**src/rtl/fcm_pkg.sv**
```systemverilog
package fcm_pkg;

  // sizes of the frame, command table and argument slots
  localparam int MAX_FRAME    = 8;
  localparam int MAX_COMMANDS = 6;
  localparam int MAX_ARGS     = 3;
  localparam int ARG_IDX_W    = $clog2(MAX_ARGS);
  localparam int JOB_DEPTH    = 4;
  localparam int JOB_PTR_W    = $clog2(JOB_DEPTH);

  // configuration register indexes
  localparam logic [2:0] CFG_FRAME_LENGTH  = 3'd0;
  localparam logic [2:0] CFG_COMMAND_COUNT = 3'd1;
  localparam logic [2:0] CFG_MASK_BASE     = 3'd2;

  // input opcodes
  localparam logic OPC_BYTE  = 1'b0;
  localparam logic OPC_FLUSH = 1'b1;

  // result kinds
  localparam logic KIND_COMMAND = 1'b0;
  localparam logic KIND_DUMP    = 1'b1;

  typedef struct packed {
    logic       opcode;
    logic [7:0] rx_byte;
  } in_item_t;

  typedef struct packed {
    logic       kind;
    logic [2:0] command_index;
    logic [7:0] arg_first;
    logic [7:0] arg_second;
    logic [7:0] arg_third;
    logic [7:0] dumped_byte;
    logic       last;
  } out_item_t;

  typedef logic [MAX_FRAME-1:0][7:0] frame_t;
  typedef logic [MAX_ARGS-1:0][7:0]  args_t;

  typedef enum logic [1:0] {
    JOB_FWD  = 2'd0,
    JOB_CMD  = 2'd1,
    JOB_DUMP = 2'd2
  } job_kind_t;

  // work handed from the classifier to the result sequencer
  typedef struct packed {
    job_kind_t  kind;
    logic [2:0] cmd_idx;
    args_t      args;
    frame_t     bytes;
    logic [3:0] len;
  } job_t;

endpackage

```
**src/rtl/fcm_front.sv**
```systemverilog
module fcm_front (
  input  logic             clk,
  input  logic             rst_n,
  input  logic             cfg_wr,
  input  logic [2:0]       cfg_index,
  input  logic [63:0]      cfg_data,
  input  logic             in_accept,
  input  fcm_pkg::in_item_t in_item,
  output logic             job_push,
  output fcm_pkg::job_t    job
);
  import fcm_pkg::*;

  logic [3:0]  frame_length_r;
  logic [2:0]  command_count_r;
  logic [63:0] mask_r [MAX_COMMANDS];
  logic [2:0]  fill_r, fill_nxt;
  logic [7:0]  store_r [MAX_FRAME];

  logic [3:0]  len_eff;
  logic [2:0]  ncmd_eff;
  frame_t      frame_cur;
  logic [3:0]  fill_inc;
  logic        complete;
  logic        store_wr;
  logic [MAX_COMMANDS-1:0] pass;
  args_t       caps [MAX_COMMANDS];
  logic        found;
  logic [2:0]  found_idx;

  // byte of the frame matches the mask byte, or the mask byte is a wildcard
  function automatic logic mask_pass(logic [63:0] mask, frame_t fr, logic [3:0] len);
    logic ok;
    ok = 1'b1;
    for (int j = 0; j < MAX_FRAME; j++) begin
      if (4'(j) < len && mask[8*j +: 8] != 8'h00 && mask[8*j +: 8] != fr[j]) begin
        ok = 1'b0;
      end
    end
    return ok;
  endfunction

  // collect the first wildcard bytes in frame order
  function automatic args_t mask_caps(logic [63:0] mask, frame_t fr, logic [3:0] len);
    args_t      c;
    logic [3:0] n;
    c = '0;
    n = '0;
    for (int j = 0; j < MAX_FRAME; j++) begin
      if (4'(j) < len && mask[8*j +: 8] == 8'h00 && n < 4'(MAX_ARGS)) begin
        c[n[ARG_IDX_W-1:0]] = fr[j];
        n = n + 4'd1;
      end
    end
    return c;
  endfunction

  // configuration registers
  always_ff @(posedge clk) begin
    if (!rst_n) begin
      frame_length_r  <= 4'd1;
      command_count_r <= 3'd0;
      for (int k = 0; k < MAX_COMMANDS; k++) mask_r[k] <= '0;
    end else if (cfg_wr) begin
      if (cfg_index == CFG_FRAME_LENGTH) frame_length_r <= cfg_data[3:0];
      if (cfg_index == CFG_COMMAND_COUNT) command_count_r <= cfg_data[2:0];
      for (int k = 0; k < MAX_COMMANDS; k++) begin
        if (cfg_index == CFG_MASK_BASE + 3'(k)) mask_r[k] <= cfg_data;
      end
    end
  end

  // clamp the configured sizes
  always_comb begin
    len_eff = frame_length_r;
    if (len_eff == 4'd0) len_eff = 4'd1;
    if (len_eff > 4'(MAX_FRAME)) len_eff = 4'(MAX_FRAME);
    ncmd_eff = command_count_r;
    if (ncmd_eff > 3'(MAX_COMMANDS)) ncmd_eff = 3'(MAX_COMMANDS);
  end

  // frame as seen with the arriving byte in place
  always_comb begin
    fill_inc = {1'b0, fill_r} + 4'd1;
    store_wr = {1'b0, fill_r} < len_eff;
    complete = fill_inc >= len_eff;
    for (int j = 0; j < MAX_FRAME; j++) begin
      frame_cur[j] = (store_wr && fill_r == 3'(j)) ? in_item.rx_byte : store_r[j];
    end
  end

  // compare against every mask in parallel
  always_comb begin
    for (int i = 0; i < MAX_COMMANDS; i++) begin
      pass[i] = mask_pass(mask_r[i], frame_cur, len_eff);
      caps[i] = mask_caps(mask_r[i], frame_cur, len_eff);
    end
    found     = 1'b0;
    found_idx = '0;
    for (int i = 0; i < MAX_COMMANDS; i++) begin
      if (!found && 3'(i) < ncmd_eff && pass[i]) begin
        found     = 1'b1;
        found_idx = 3'(i);
      end
    end
  end

  // classify the transaction and build the job
  always_comb begin
    job_push     = 1'b0;
    job          = '0;
    job.kind     = JOB_FWD;
    fill_nxt     = fill_r;
    if (in_accept) begin
      if (in_item.opcode == OPC_FLUSH) begin
        fill_nxt = '0;
      end else if (ncmd_eff == 3'd0) begin
        job_push     = 1'b1;
        job.kind     = JOB_FWD;
        job.bytes[0] = in_item.rx_byte;
        job.len      = 4'd1;
      end else if (complete) begin
        job_push = 1'b1;
        fill_nxt = '0;
        job.len  = len_eff;
        if (found) begin
          job.kind    = JOB_CMD;
          job.cmd_idx = found_idx;
          job.args    = caps[found_idx];
        end else begin
          job.kind  = JOB_DUMP;
          job.bytes = frame_cur;
        end
      end else begin
        fill_nxt = fill_inc[2:0];
      end
    end
  end

  // fill counter
  always_ff @(posedge clk) begin
    if (!rst_n) begin
      fill_r <= '0;
    end else begin
      fill_r <= fill_nxt;
    end
  end

  // frame bytes
  always_ff @(posedge clk) begin
    if (in_accept && in_item.opcode == OPC_BYTE && ncmd_eff != 3'd0 && store_wr) begin
      store_r[fill_r] <= in_item.rx_byte;
    end
  end

endmodule

```
**src/rtl/fcm_job_fifo.sv**
```systemverilog
module fcm_job_fifo (
  input  logic          clk,
  input  logic          rst_n,
  input  logic          wr,
  input  fcm_pkg::job_t wr_job,
  output logic          full,
  input  logic          rd,
  output logic          avail,
  output fcm_pkg::job_t rd_job
);
  import fcm_pkg::*;

  job_t                 mem_r [JOB_DEPTH];
  logic [JOB_PTR_W-1:0] wptr_r, rptr_r;
  logic [JOB_PTR_W:0]   count_r;

  assign full   = count_r == (JOB_PTR_W + 1)'(JOB_DEPTH);
  assign avail  = count_r != '0;
  assign rd_job = mem_r[rptr_r];

  // pointers and occupancy
  always_ff @(posedge clk) begin
    if (!rst_n) begin
      wptr_r  <= '0;
      rptr_r  <= '0;
      count_r <= '0;
    end else begin
      if (wr) wptr_r <= wptr_r + JOB_PTR_W'(1);
      if (rd) rptr_r <= rptr_r + JOB_PTR_W'(1);
      if (wr && !rd) count_r <= count_r + (JOB_PTR_W + 1)'(1);
      else if (rd && !wr) count_r <= count_r - (JOB_PTR_W + 1)'(1);
    end
  end

  // job storage
  always_ff @(posedge clk) begin
    if (wr) mem_r[wptr_r] <= wr_job;
  end

endmodule

```
**src/rtl/fcm_back.sv**
```systemverilog
module fcm_back (
  input  logic               clk,
  input  logic               rst_n,
  input  logic               job_avail,
  input  fcm_pkg::job_t      job,
  output logic               job_pop,
  output logic               empty,
  input  logic               pop,
  output fcm_pkg::out_item_t out_item
);
  import fcm_pkg::*;

  logic      out_valid_r;
  out_item_t out_r, res;
  logic [2:0] cnt_r, cnt_nxt;
  logic      load;
  logic      job_done;

  assign empty    = !out_valid_r;
  assign out_item = out_r;
  assign load     = job_avail && (!out_valid_r || pop);
  assign job_pop  = load && job_done;

  // next result from the job at the head of the queue
  always_comb begin
    res      = '0;
    job_done = 1'b1;
    cnt_nxt  = cnt_r;
    unique case (job.kind)
      JOB_FWD: begin
        res.kind        = KIND_DUMP;
        res.dumped_byte = job.bytes[0];
        res.last        = 1'b1;
      end
      JOB_CMD: begin
        res.kind          = KIND_COMMAND;
        res.command_index = job.cmd_idx;
        res.arg_first     = job.args[0];
        res.arg_second    = job.args[1];
        res.arg_third     = job.args[2];
        res.last          = 1'b1;
      end
      JOB_DUMP: begin
        res.kind        = KIND_DUMP;
        res.dumped_byte = job.bytes[cnt_r];
        res.last        = cnt_r == 3'(job.len - 4'd1);
        job_done        = res.last;
      end
      default: begin
        res = '0;
      end
    endcase
    if (load) cnt_nxt = job_done ? 3'd0 : cnt_r + 3'd1;
  end

  // output register and byte counter
  always_ff @(posedge clk) begin
    if (!rst_n) begin
      out_valid_r <= 1'b0;
      cnt_r       <= '0;
    end else begin
      cnt_r <= cnt_nxt;
      if (load) out_valid_r <= 1'b1;
      else if (pop) out_valid_r <= 1'b0;
    end
  end

  always_ff @(posedge clk) begin
    if (load) out_r <= res;
  end

endmodule

```
**src/rtl/fixed_frame_command_matcher.sv**
```systemverilog
// fixed_frame_command_matcher: one byte transaction per cycle unless full.
// a byte's job is written to the job queue; its result is then registered out.
// a matched frame gives one result; an unmatched frame drains one dumped byte
// per cycle from the queue while the output is popped; this paces dump output.
// reset (synchronous, rst_n low) clears the fill count, queues and control registers;
// frame bytes are not cleared and need no clearing pass.
module fixed_frame_command_matcher (
  input  logic               clk,
  input  logic               rst_n,
  input  logic               push,
  output logic               full,
  input  fcm_pkg::in_item_t  in_item,
  output logic               empty,
  input  logic               pop,
  output fcm_pkg::out_item_t out_item,
  input  logic               cfg_valid,
  output logic               cfg_ready,
  input  logic [2:0]         cfg_index,
  input  logic [63:0]        cfg_data
);
  import fcm_pkg::*;

  logic in_accept;
  logic job_push, job_pop, job_avail;
  job_t job_in, job_head;

  assign cfg_ready = 1'b1;
  assign in_accept = push && !full;

  // classifier and frame compare
  fcm_front u_front (
    .clk       (clk),
    .rst_n     (rst_n),
    .cfg_wr    (cfg_valid && cfg_ready),
    .cfg_index (cfg_index),
    .cfg_data  (cfg_data),
    .in_accept (in_accept),
    .in_item   (in_item),
    .job_push  (job_push),
    .job       (job_in)
  );

  // job queue between the two sides
  fcm_job_fifo u_fifo (
    .clk    (clk),
    .rst_n  (rst_n),
    .wr     (job_push),
    .wr_job (job_in),
    .full   (full),
    .rd     (job_pop),
    .avail  (job_avail),
    .rd_job (job_head)
  );

  // result sequencer
  fcm_back u_back (
    .clk       (clk),
    .rst_n     (rst_n),
    .job_avail (job_avail),
    .job       (job_head),
    .job_pop   (job_pop),
    .empty     (empty),
    .pop       (pop),
    .out_item  (out_item)
  );

endmodule
```
**config.mk**
```make
export PLATFORM = sky130hd
export DESIGN_NAME = fixed_frame_command_matcher
export DESIGN_NICKNAME = d
export VERILOG_FILES = /design/src/rtl/fcm_pkg.sv /design/src/rtl/fcm_front.sv /design/src/rtl/fcm_job_fifo.sv /design/src/rtl/fcm_back.sv /design/src/rtl/fixed_frame_command_matcher.sv
export SDC_FILE = /design/constraint.sdc
export NUM_CORES = 2
export LEC_CHECK = 0
export ABC_AREA = 0
export ABC_CLOCK_PERIOD_IN_PS = 7700
export BUFFER_PORTS_ARGS = -buffer_cell sky130_fd_sc_hd__buf_2
export CELL_PAD_IN_SITES_DETAIL_PLACEMENT = 2
export CELL_PAD_IN_SITES_GLOBAL_PLACEMENT = 2
export CORE_UTILIZATION = 39
export DETAILED_ROUTE_END_ITERATION = 6
export PLACE_DENSITY = 0.74
export SETUP_SLACK_MARGIN = 0.2
export SLEW_MARGIN = 10
export SYNTH_ARGS = -nofsm -noshare
export SYNTH_HDL_FRONTEND = slang
export SYNTH_SLANG_ARGS = --single-unit
```
**constraint.sdc**
```tcl
create_clock -name clk -period 7.7 [get_ports clk]
set_input_delay 0.385 -clock clk [delete_from_list [all_inputs] [get_ports clk]]
set_output_delay 0.385 -clock clk [all_outputs]
set_load 0.01 [all_outputs]
```
Word level (Yosys, flattened, before mapping)
Memory sizes are Yosys's and may differ from the RTL's. A register that Yosys moved wholly into a read port is not among the register bits.
Cells that the tools add are included.
W data, S select, Z words.
{ "op_classes": {"addsub": 43, "n_lt_le_gt_ge": 146, "n_eq_ne": 67, "n_mux": 353, "bitwise_logic": 8, "reduce_logical": 375} }
{ "ops": {"columns": ["cell", "count"], "rows": [
  ["$mux W24", 44],
  ["$bwmux W24", 42],
  ["$demux W8 S2", 42],
  ["$mux W8", 57],
  ["$mux W64", 7],
  ["$logic_not A8 Y1", 48],
  ["$ne A8 B8 Y1", 48],
  ["$reduce_bool A8 Y1", 48],
  ["$mux W97", 3],
  ["$logic_and A1 B1 Y1", 255],
  ["$mux W4", 38],
  ["$lt A4 B2 Y1 const B", 36],
  ["$add A4 B1 Y4 const B", 30],
  ["$lt A2 B3 Y1 const B", 36],
  ["$mux W1", 98],
  ["$mux W83", 1],
  ["$bmux W24 S3", 1],
  ["$ge A2 B1 Y1 const B", 36],
  ["$eq A3 B3 Y1 const B", 9],
  ["$mux W27", 1],
  ["$mux W3", 9],
  ["$bmux W8 S3", 1],
  ["$lt A1 B3 Y1 const B", 6],
  ["$lt A3 B4 Y1 const A", 4],
  ["other kinds (40)", 92]
]} }
{ "word_totals": {"regBits": 58, "ramBits": 836, "inputBits": 81, "output_inout_bits": 40, "elab_cells": 1010, "mem_count": 3} }
{ "mem_list": {"columns": ["memory", "depth", "width", "rd", "rd_ports_with_merged_regs", "write_ports", "line", "text"], "rows": [
  ["u_fifo.mem_r", 4, 97, 1, 1, 1, "fcm_job_fifo.sv:13", "job_t mem_r [JOB_DEPTH];"],
  ["u_front.mask_r", 6, 64, 6, 0, 6, "fcm_front.sv:16", "logic [63:0] mask_r [MAX_COMMANDS];"],
  ["u_front.store_r", 8, 8, 8, 0, 1, "fcm_front.sv:18", "logic [7:0] store_r [MAX_FRAME];"]
]} }

Logic depth before layout (Yosys ltp)
{ "depth": {"word_depth": 48, "depth_mapped": 37, "depth_no_buf": 35} }

Cells and area by module
A second synthesis with hierarchy kept.
{ "unflattened": {"hier_cells": 5426, "area_unflattened_um2": 56365.3} }
{ "modules_own_cells": {"columns": ["module", "instances", "cells_each", "area_per_inst_um2", "seq_area_each_um2"], "rows": [
  ["fcm_front", 1, 4699, 39711.8, 13653.1],
  ["fcm_job_fifo", 1, 550, 14431.3, 11831.3],
  ["fcm_back", 1, 174, 2197.1, 1191.1],
  ["fixed_frame_command_matcher", 1, 3, 25.0, 0.0]
]} }

Worst setup path before layout
OpenSTA, ideal clock, no wires.
{ "synth_path": {"path_kind": "register to register", "start": "mem u_front.mask_r[2][13] (netlist: u_front.mask_r[0][141])", "end": "mem u_fifo.mem_r[0][75] (netlist bit) (data pin)", "setup_ns": 0.230, "arrival_time_ns": 8.042, "required_time_ns": 7.470, "path_slack_ns": -0.571, "stages_incl_launch_ff": 30, "n_path_buf": 1, "synth_period_minus_slack_ns": 8.271, "path_cell_list": "edfxtp_1 -> or4_1 -> nor2_1 -> nand2_1 -> ha_1 -> xnor2_1 -> inv_1 -> ha_1 -> or4_1 -> a31oi_1 -> clkbuf_1 -> o21ai_0 -> ha_1 -> ha_1 -> a2111o_1 -> xnor2_1 -> mux2_1 -> a21oi_1 -> ha_1 -> nor4_2 -> mux2i_1 -> inv_1 -> ha_1 -> nor4_1 -> nor3_1 -> o21ai_2 -> o211ai_1 -> mux2i_1 -> o21ai_0 -> a2111oi_2"} }
{ "synth_rtl": {"columns": ["element", "line"], "rows": [
  ["start: declaration", "fcm_front.sv:16"],
  ["end: declaration", "fcm_job_fifo.sv:13"]
]} }

==> insert_results.sql <==
INSERT INTO impl_metrics (metric_group, metric, value, unit) VALUES
('outcome', 'outcome', 'complete, but fails checks', ''),
('outcome', 'violations', 'design-rule violations', ''),
('die', 'total_i_o_pin_count', '121', ''),
('worst_setup_path', 'timing.critical_path.required', '8300', 'ps'),
('worst_setup_path', 'critical_path_endpoint_category', 'flop', ''),
('yosys', 'yosys.cell_count.top_type', 'sky130_fd_sc_hd__edfxtp_1', ''),
('grt', 'gr-usage-met3', '6.21', '%'),
('cells_and_area', 'finish.utilization', '47.0', '%'),
('yosys', 'synth_cells', '5334', ''),
('grt', 'antenna_found_initial', '18', ''),
('cts', 'cts-htree-levels', '3', ''),
('cts', 'clkTransAtPathRegs', '60', 'ps'),
('yosys', 'synth_cell_types', '88', ''),
('worst_setup_path', 'criticalPathCategory', 'flop to flop', ''),
('cts', 'cts_root_buffer', 'sky130_fd_sc_hd__clkbuf_16', ''),
('detailed_routing', 'dr.pass1.iters', '7', ''),
('cts', 'worst_skew_pair.late_latency', '770', 'ps'),
('cts', 'max-clock-path-buffers', '3', ''),
('detailed_routing', 'vias_per_cell', '6.65', ''),
('timing', 'finalWorstPathRequiredPeriod', '7340', 'ps'),
('timing', 'rsz0062_at_grt', 'true', ''),
('power_and_ir_drop', 'leakage', '23.7', 'nW'),
('worst_hold_path', 'worst_hold_startpoint', 'cfg_data[56]', ''),
('cells_and_area', 'final_cells', '7666', ''),
('timing', 'finClkSkew', '50.2', 'ps'),
('yosys', 'cell_taking_the_most_area_after_synthesis', 'sky130_fd_sc_hd__edfxtp_1', ''),
('worst_setup_path', 'critical_path.most_common_cell', 'sky130_fd_sc_hd__buf_4', ''),
('die', 'fp.dieArea', '0.143', 'mm²'),
('timing', 'final-max-slew-violation-count', '0', ''),
('power_and_ir_drop', 'power.density', '193', 'mW/mm²'),
('detailed_routing', 'detail_route.wirelength', '281000', 'µm'),
('yosys', 'synth_seq_area_share', '48.1', '%'),
('worst_setup_path', 'setup_crit_start_kind', 'flop', ''),
('cells_and_area', 'finalNetCount', '5925', ''),
('yosys', 'post_synth_main_area_contributors', 'sky130_fd_sc_hd__edfxtp_1 (47%), sky130_fd_sc_hd__and2_1 (5.5%), sky130_fd_sc_hd__mux4_2 (4.6%)', ''),
('cells_and_area', 'final_layout_size_suffix_gt1_share', '20.1', '%'),
('grt', 'first_global_vias', '52500', ''),
('detailed_routing', 'initialDrtViolationCount', '5848', ''),
('worst_setup_path', 'crit_arrival', '7950', 'ps'),
('detailed_routing', 'route.vias.total', '51000', ''),
('worst_hold_path', 'whs_path_depth', '2', ''),
('worst_setup_path', 'path_max_fanout', '6', ''),
('grt', 'globalRouteOverflowTotal', '0', ''),
('yosys', 'synthesized_flop_and_latch_total', '892', ''),
('worst_setup_path', 'timing.critical_path.slowest_stage_cell', 'sky130_fd_sc_hd__or4_4', ''),
('cts', 'tritoncts_num_sinks', '892', ''),
('timing', 'normalized_max_slew_margin', '12.0', '%'),
('placement', 'number_of_input_and_output_port_buffers_inserted', '119', ''),
('grt', 'track_usage', '38.7', '%'),
('grt', 'top_usage_layer', 'met2', ''),
('timing', 'worst_slack', '357', 'ps'),
('grt', 'grt_start_max_net_pins', '97', ''),
('worst_setup_path', 'timing.critical_path.slowest_cell_delay', '540', 'ps'),
('power_and_ir_drop', 'power.total', '12.7', 'mW'),
('yosys', 'yosysTopAreaCellShare', '47.3', '%'),
('placement', 'placed_cells', '7402', ''),
('cts', 'cts-buffers-inserted', '101', ''),
('yosys', 'async_flop_share', '0', '%'),
('yosys', 'synth_edf_count', '869', ''),
('placement', 'finalWeightedCongestion', '1.05', ''),
('yosys', 'total_of_warnings_raised_by_yosys', '0', ''),
('timing', 'worst_pin_slew', '1310', 'ps'),
('die', 'floorplan.die.height', '378', 'µm'),
('worst_hold_path', 'min-delay-path-class', 'input pin to flop', ''),
('detailed_routing', 'drc', '29', ''),
('yosys', 'synth_commonest_cells', 'sky130_fd_sc_hd__edfxtp_1 (869), sky130_fd_sc_hd__and2_1 (481), sky130_fd_sc_hd__a21oi_1 (431)', ''),
('worst_setup_path', 'rr_worst_depth', '36', ''),
('timing', 'finalCritPeriodShare', '95.4', '%'),
('die', 'floorplan.initialDensity', '39.5', '%'),
('yosys', 'synth_fp_nets', '5556', ''),
('placement', 'hpwlAfterDp', '208000', 'µm');
## flip-flops by register name (all words and copies together) (netlist names), named ones only
name,flops
u_back.cnt_r,3
u_back.out_item,37
u_back.out_valid_r,1
u_fifo.count_r,3
u_fifo.mem_r,384
u_fifo.rptr_r,2
u_fifo.wptr_r,2
u_front.command_count_r,3
u_front.fill_r,3
u_front.frame_length_r,4
u_front.mask_r,384
u_front.store_r,64
## layout by cell type (no fill, tap or decap), types with 101 or more instances in the layout
master                        n
sky130_fd_sc_hd__nand2_1    370
sky130_fd_sc_hd__mux4_2     112
sky130_fd_sc_hd__buf_4      482
sky130_fd_sc_hd__ha_1       118
sky130_fd_sc_hd__nor4_1     212
sky130_fd_sc_hd__nand3_1    127
sky130_fd_sc_hd__o211ai_1   331
sky130_fd_sc_hd__clkbuf_16  101
sky130_fd_sc_hd__and3_1     288
sky130_fd_sc_hd__and2_1     478
sky130_fd_sc_hd__edfxtp_1   869
sky130_fd_sc_hd__o21ai_0    213
sky130_fd_sc_hd__xnor2_1    101
sky130_fd_sc_hd__nor2_1     257
sky130_fd_sc_hd__buf_2      120
sky130_fd_sc_hd__a21oi_1    419
## through the flow
step / TNS (ps) / cell area, µm²
after floorplan: 0 / 55400
after CTS: 0 / 64800
final: 0 / 65800
after detailed placement: -28400 / 60700
after global routing: 0 / 65800
after global placement: -4850 / 60700
## where the power goes
| part | internal (mW) | leakage [nW] | switching (mW) |
|---|---|---|---|
| combinational | 0.726 | 13.4 | 1.03 |
| clock | 2.80 | 1.63 | 2.19 |
| sequential | 5.72 | 8.68 | 0.254 |
| total | 9.24 | 23.7 | 3.47 |
## routing by layer
metal  routed length [µm]  vias to the layer above
li1                     -                    21200
met1               114000                    26700
met2               130000                     2417
met3                21400                      659
met4                16000                        2
met5                   13                        -
## worst max-delay path by stage
stage	to	slack [ps]	depth (start not counted)
2_1_floorplan	u_fifo.mem_r[0][71]$_DFFE_PP_	210	31
3_3_place_gp	u_fifo.mem_r[0][70]$_DFFE_PP_	-120	32
3_5_place_dp	u_fifo.mem_r[1][71]$_DFFE_PP_	-570	35
4_1_cts	u_fifo.mem_r[0][87]$_DFFE_PP_	190	33
5_1_grt	u_fifo.mem_r[1][68]$_DFFE_PP_	110	32
6_report	u_fifo.mem_r[2][86]$_DFFE_PP_	360	36
## kinds of logic (layout without fill, tap and decap cells)
group | count (synthesis) | count (layout) | share of synthesized area [%]
AND/OR/NAND/NOR | 2055 | 2056 | 20.1
AO/OA/AOI/OAI | 1396 | 1396 | 16.2
flip-flops | 892 | 892 | 48.1
XOR/XNOR | 129 | 129 | 2.07
multiplexers | 220 | 220 | 6.60
other | 1 | 5 | 0.00679
adder cells (fa/ha/maj) | 141 | 141 | 3.21
buffers and inverters | 500 | 951 | 3.65
## area by class of cell
type / count / area [µm²]
fillers: 14400 / 74100
multi-input cells: 3943 / 28000
flip-flops and latches: 892 / 26600
repair buffers: 666 / 5120
clock buffers: 126 / 2680
well taps: 1876 / 2350
clock inverters: 60 / 691
inverters: 99 / 372
diodes: 4 / 10.0
## critical path: cells and delay by family, from the launching register on
family | cells | cell delay (ps)
flip-flops | 1 | 450
adder cells (fa/ha/maj) | 6 | 1260
buffers and inverters | 10 | 1480
XOR/XNOR | 2 | 210
AND/OR/NAND/NOR | 10 | 1990
AO/OA/AOI/OAI | 5 | 970
multiplexers | 3 | 810
## what timing repair did
item | 4_1_cts | 5_1_grt
buffers inserted | 12 | 33
pin swaps | 19 | 69
endpoints found under the setup margin | 96 | 96
gates resized for setup | 90 | 165
cloned | 0 | 1
hold buffers | 28 | 0
endpoints found under the hold margin | 121 | 0
(Power assumes the default switching activity.)
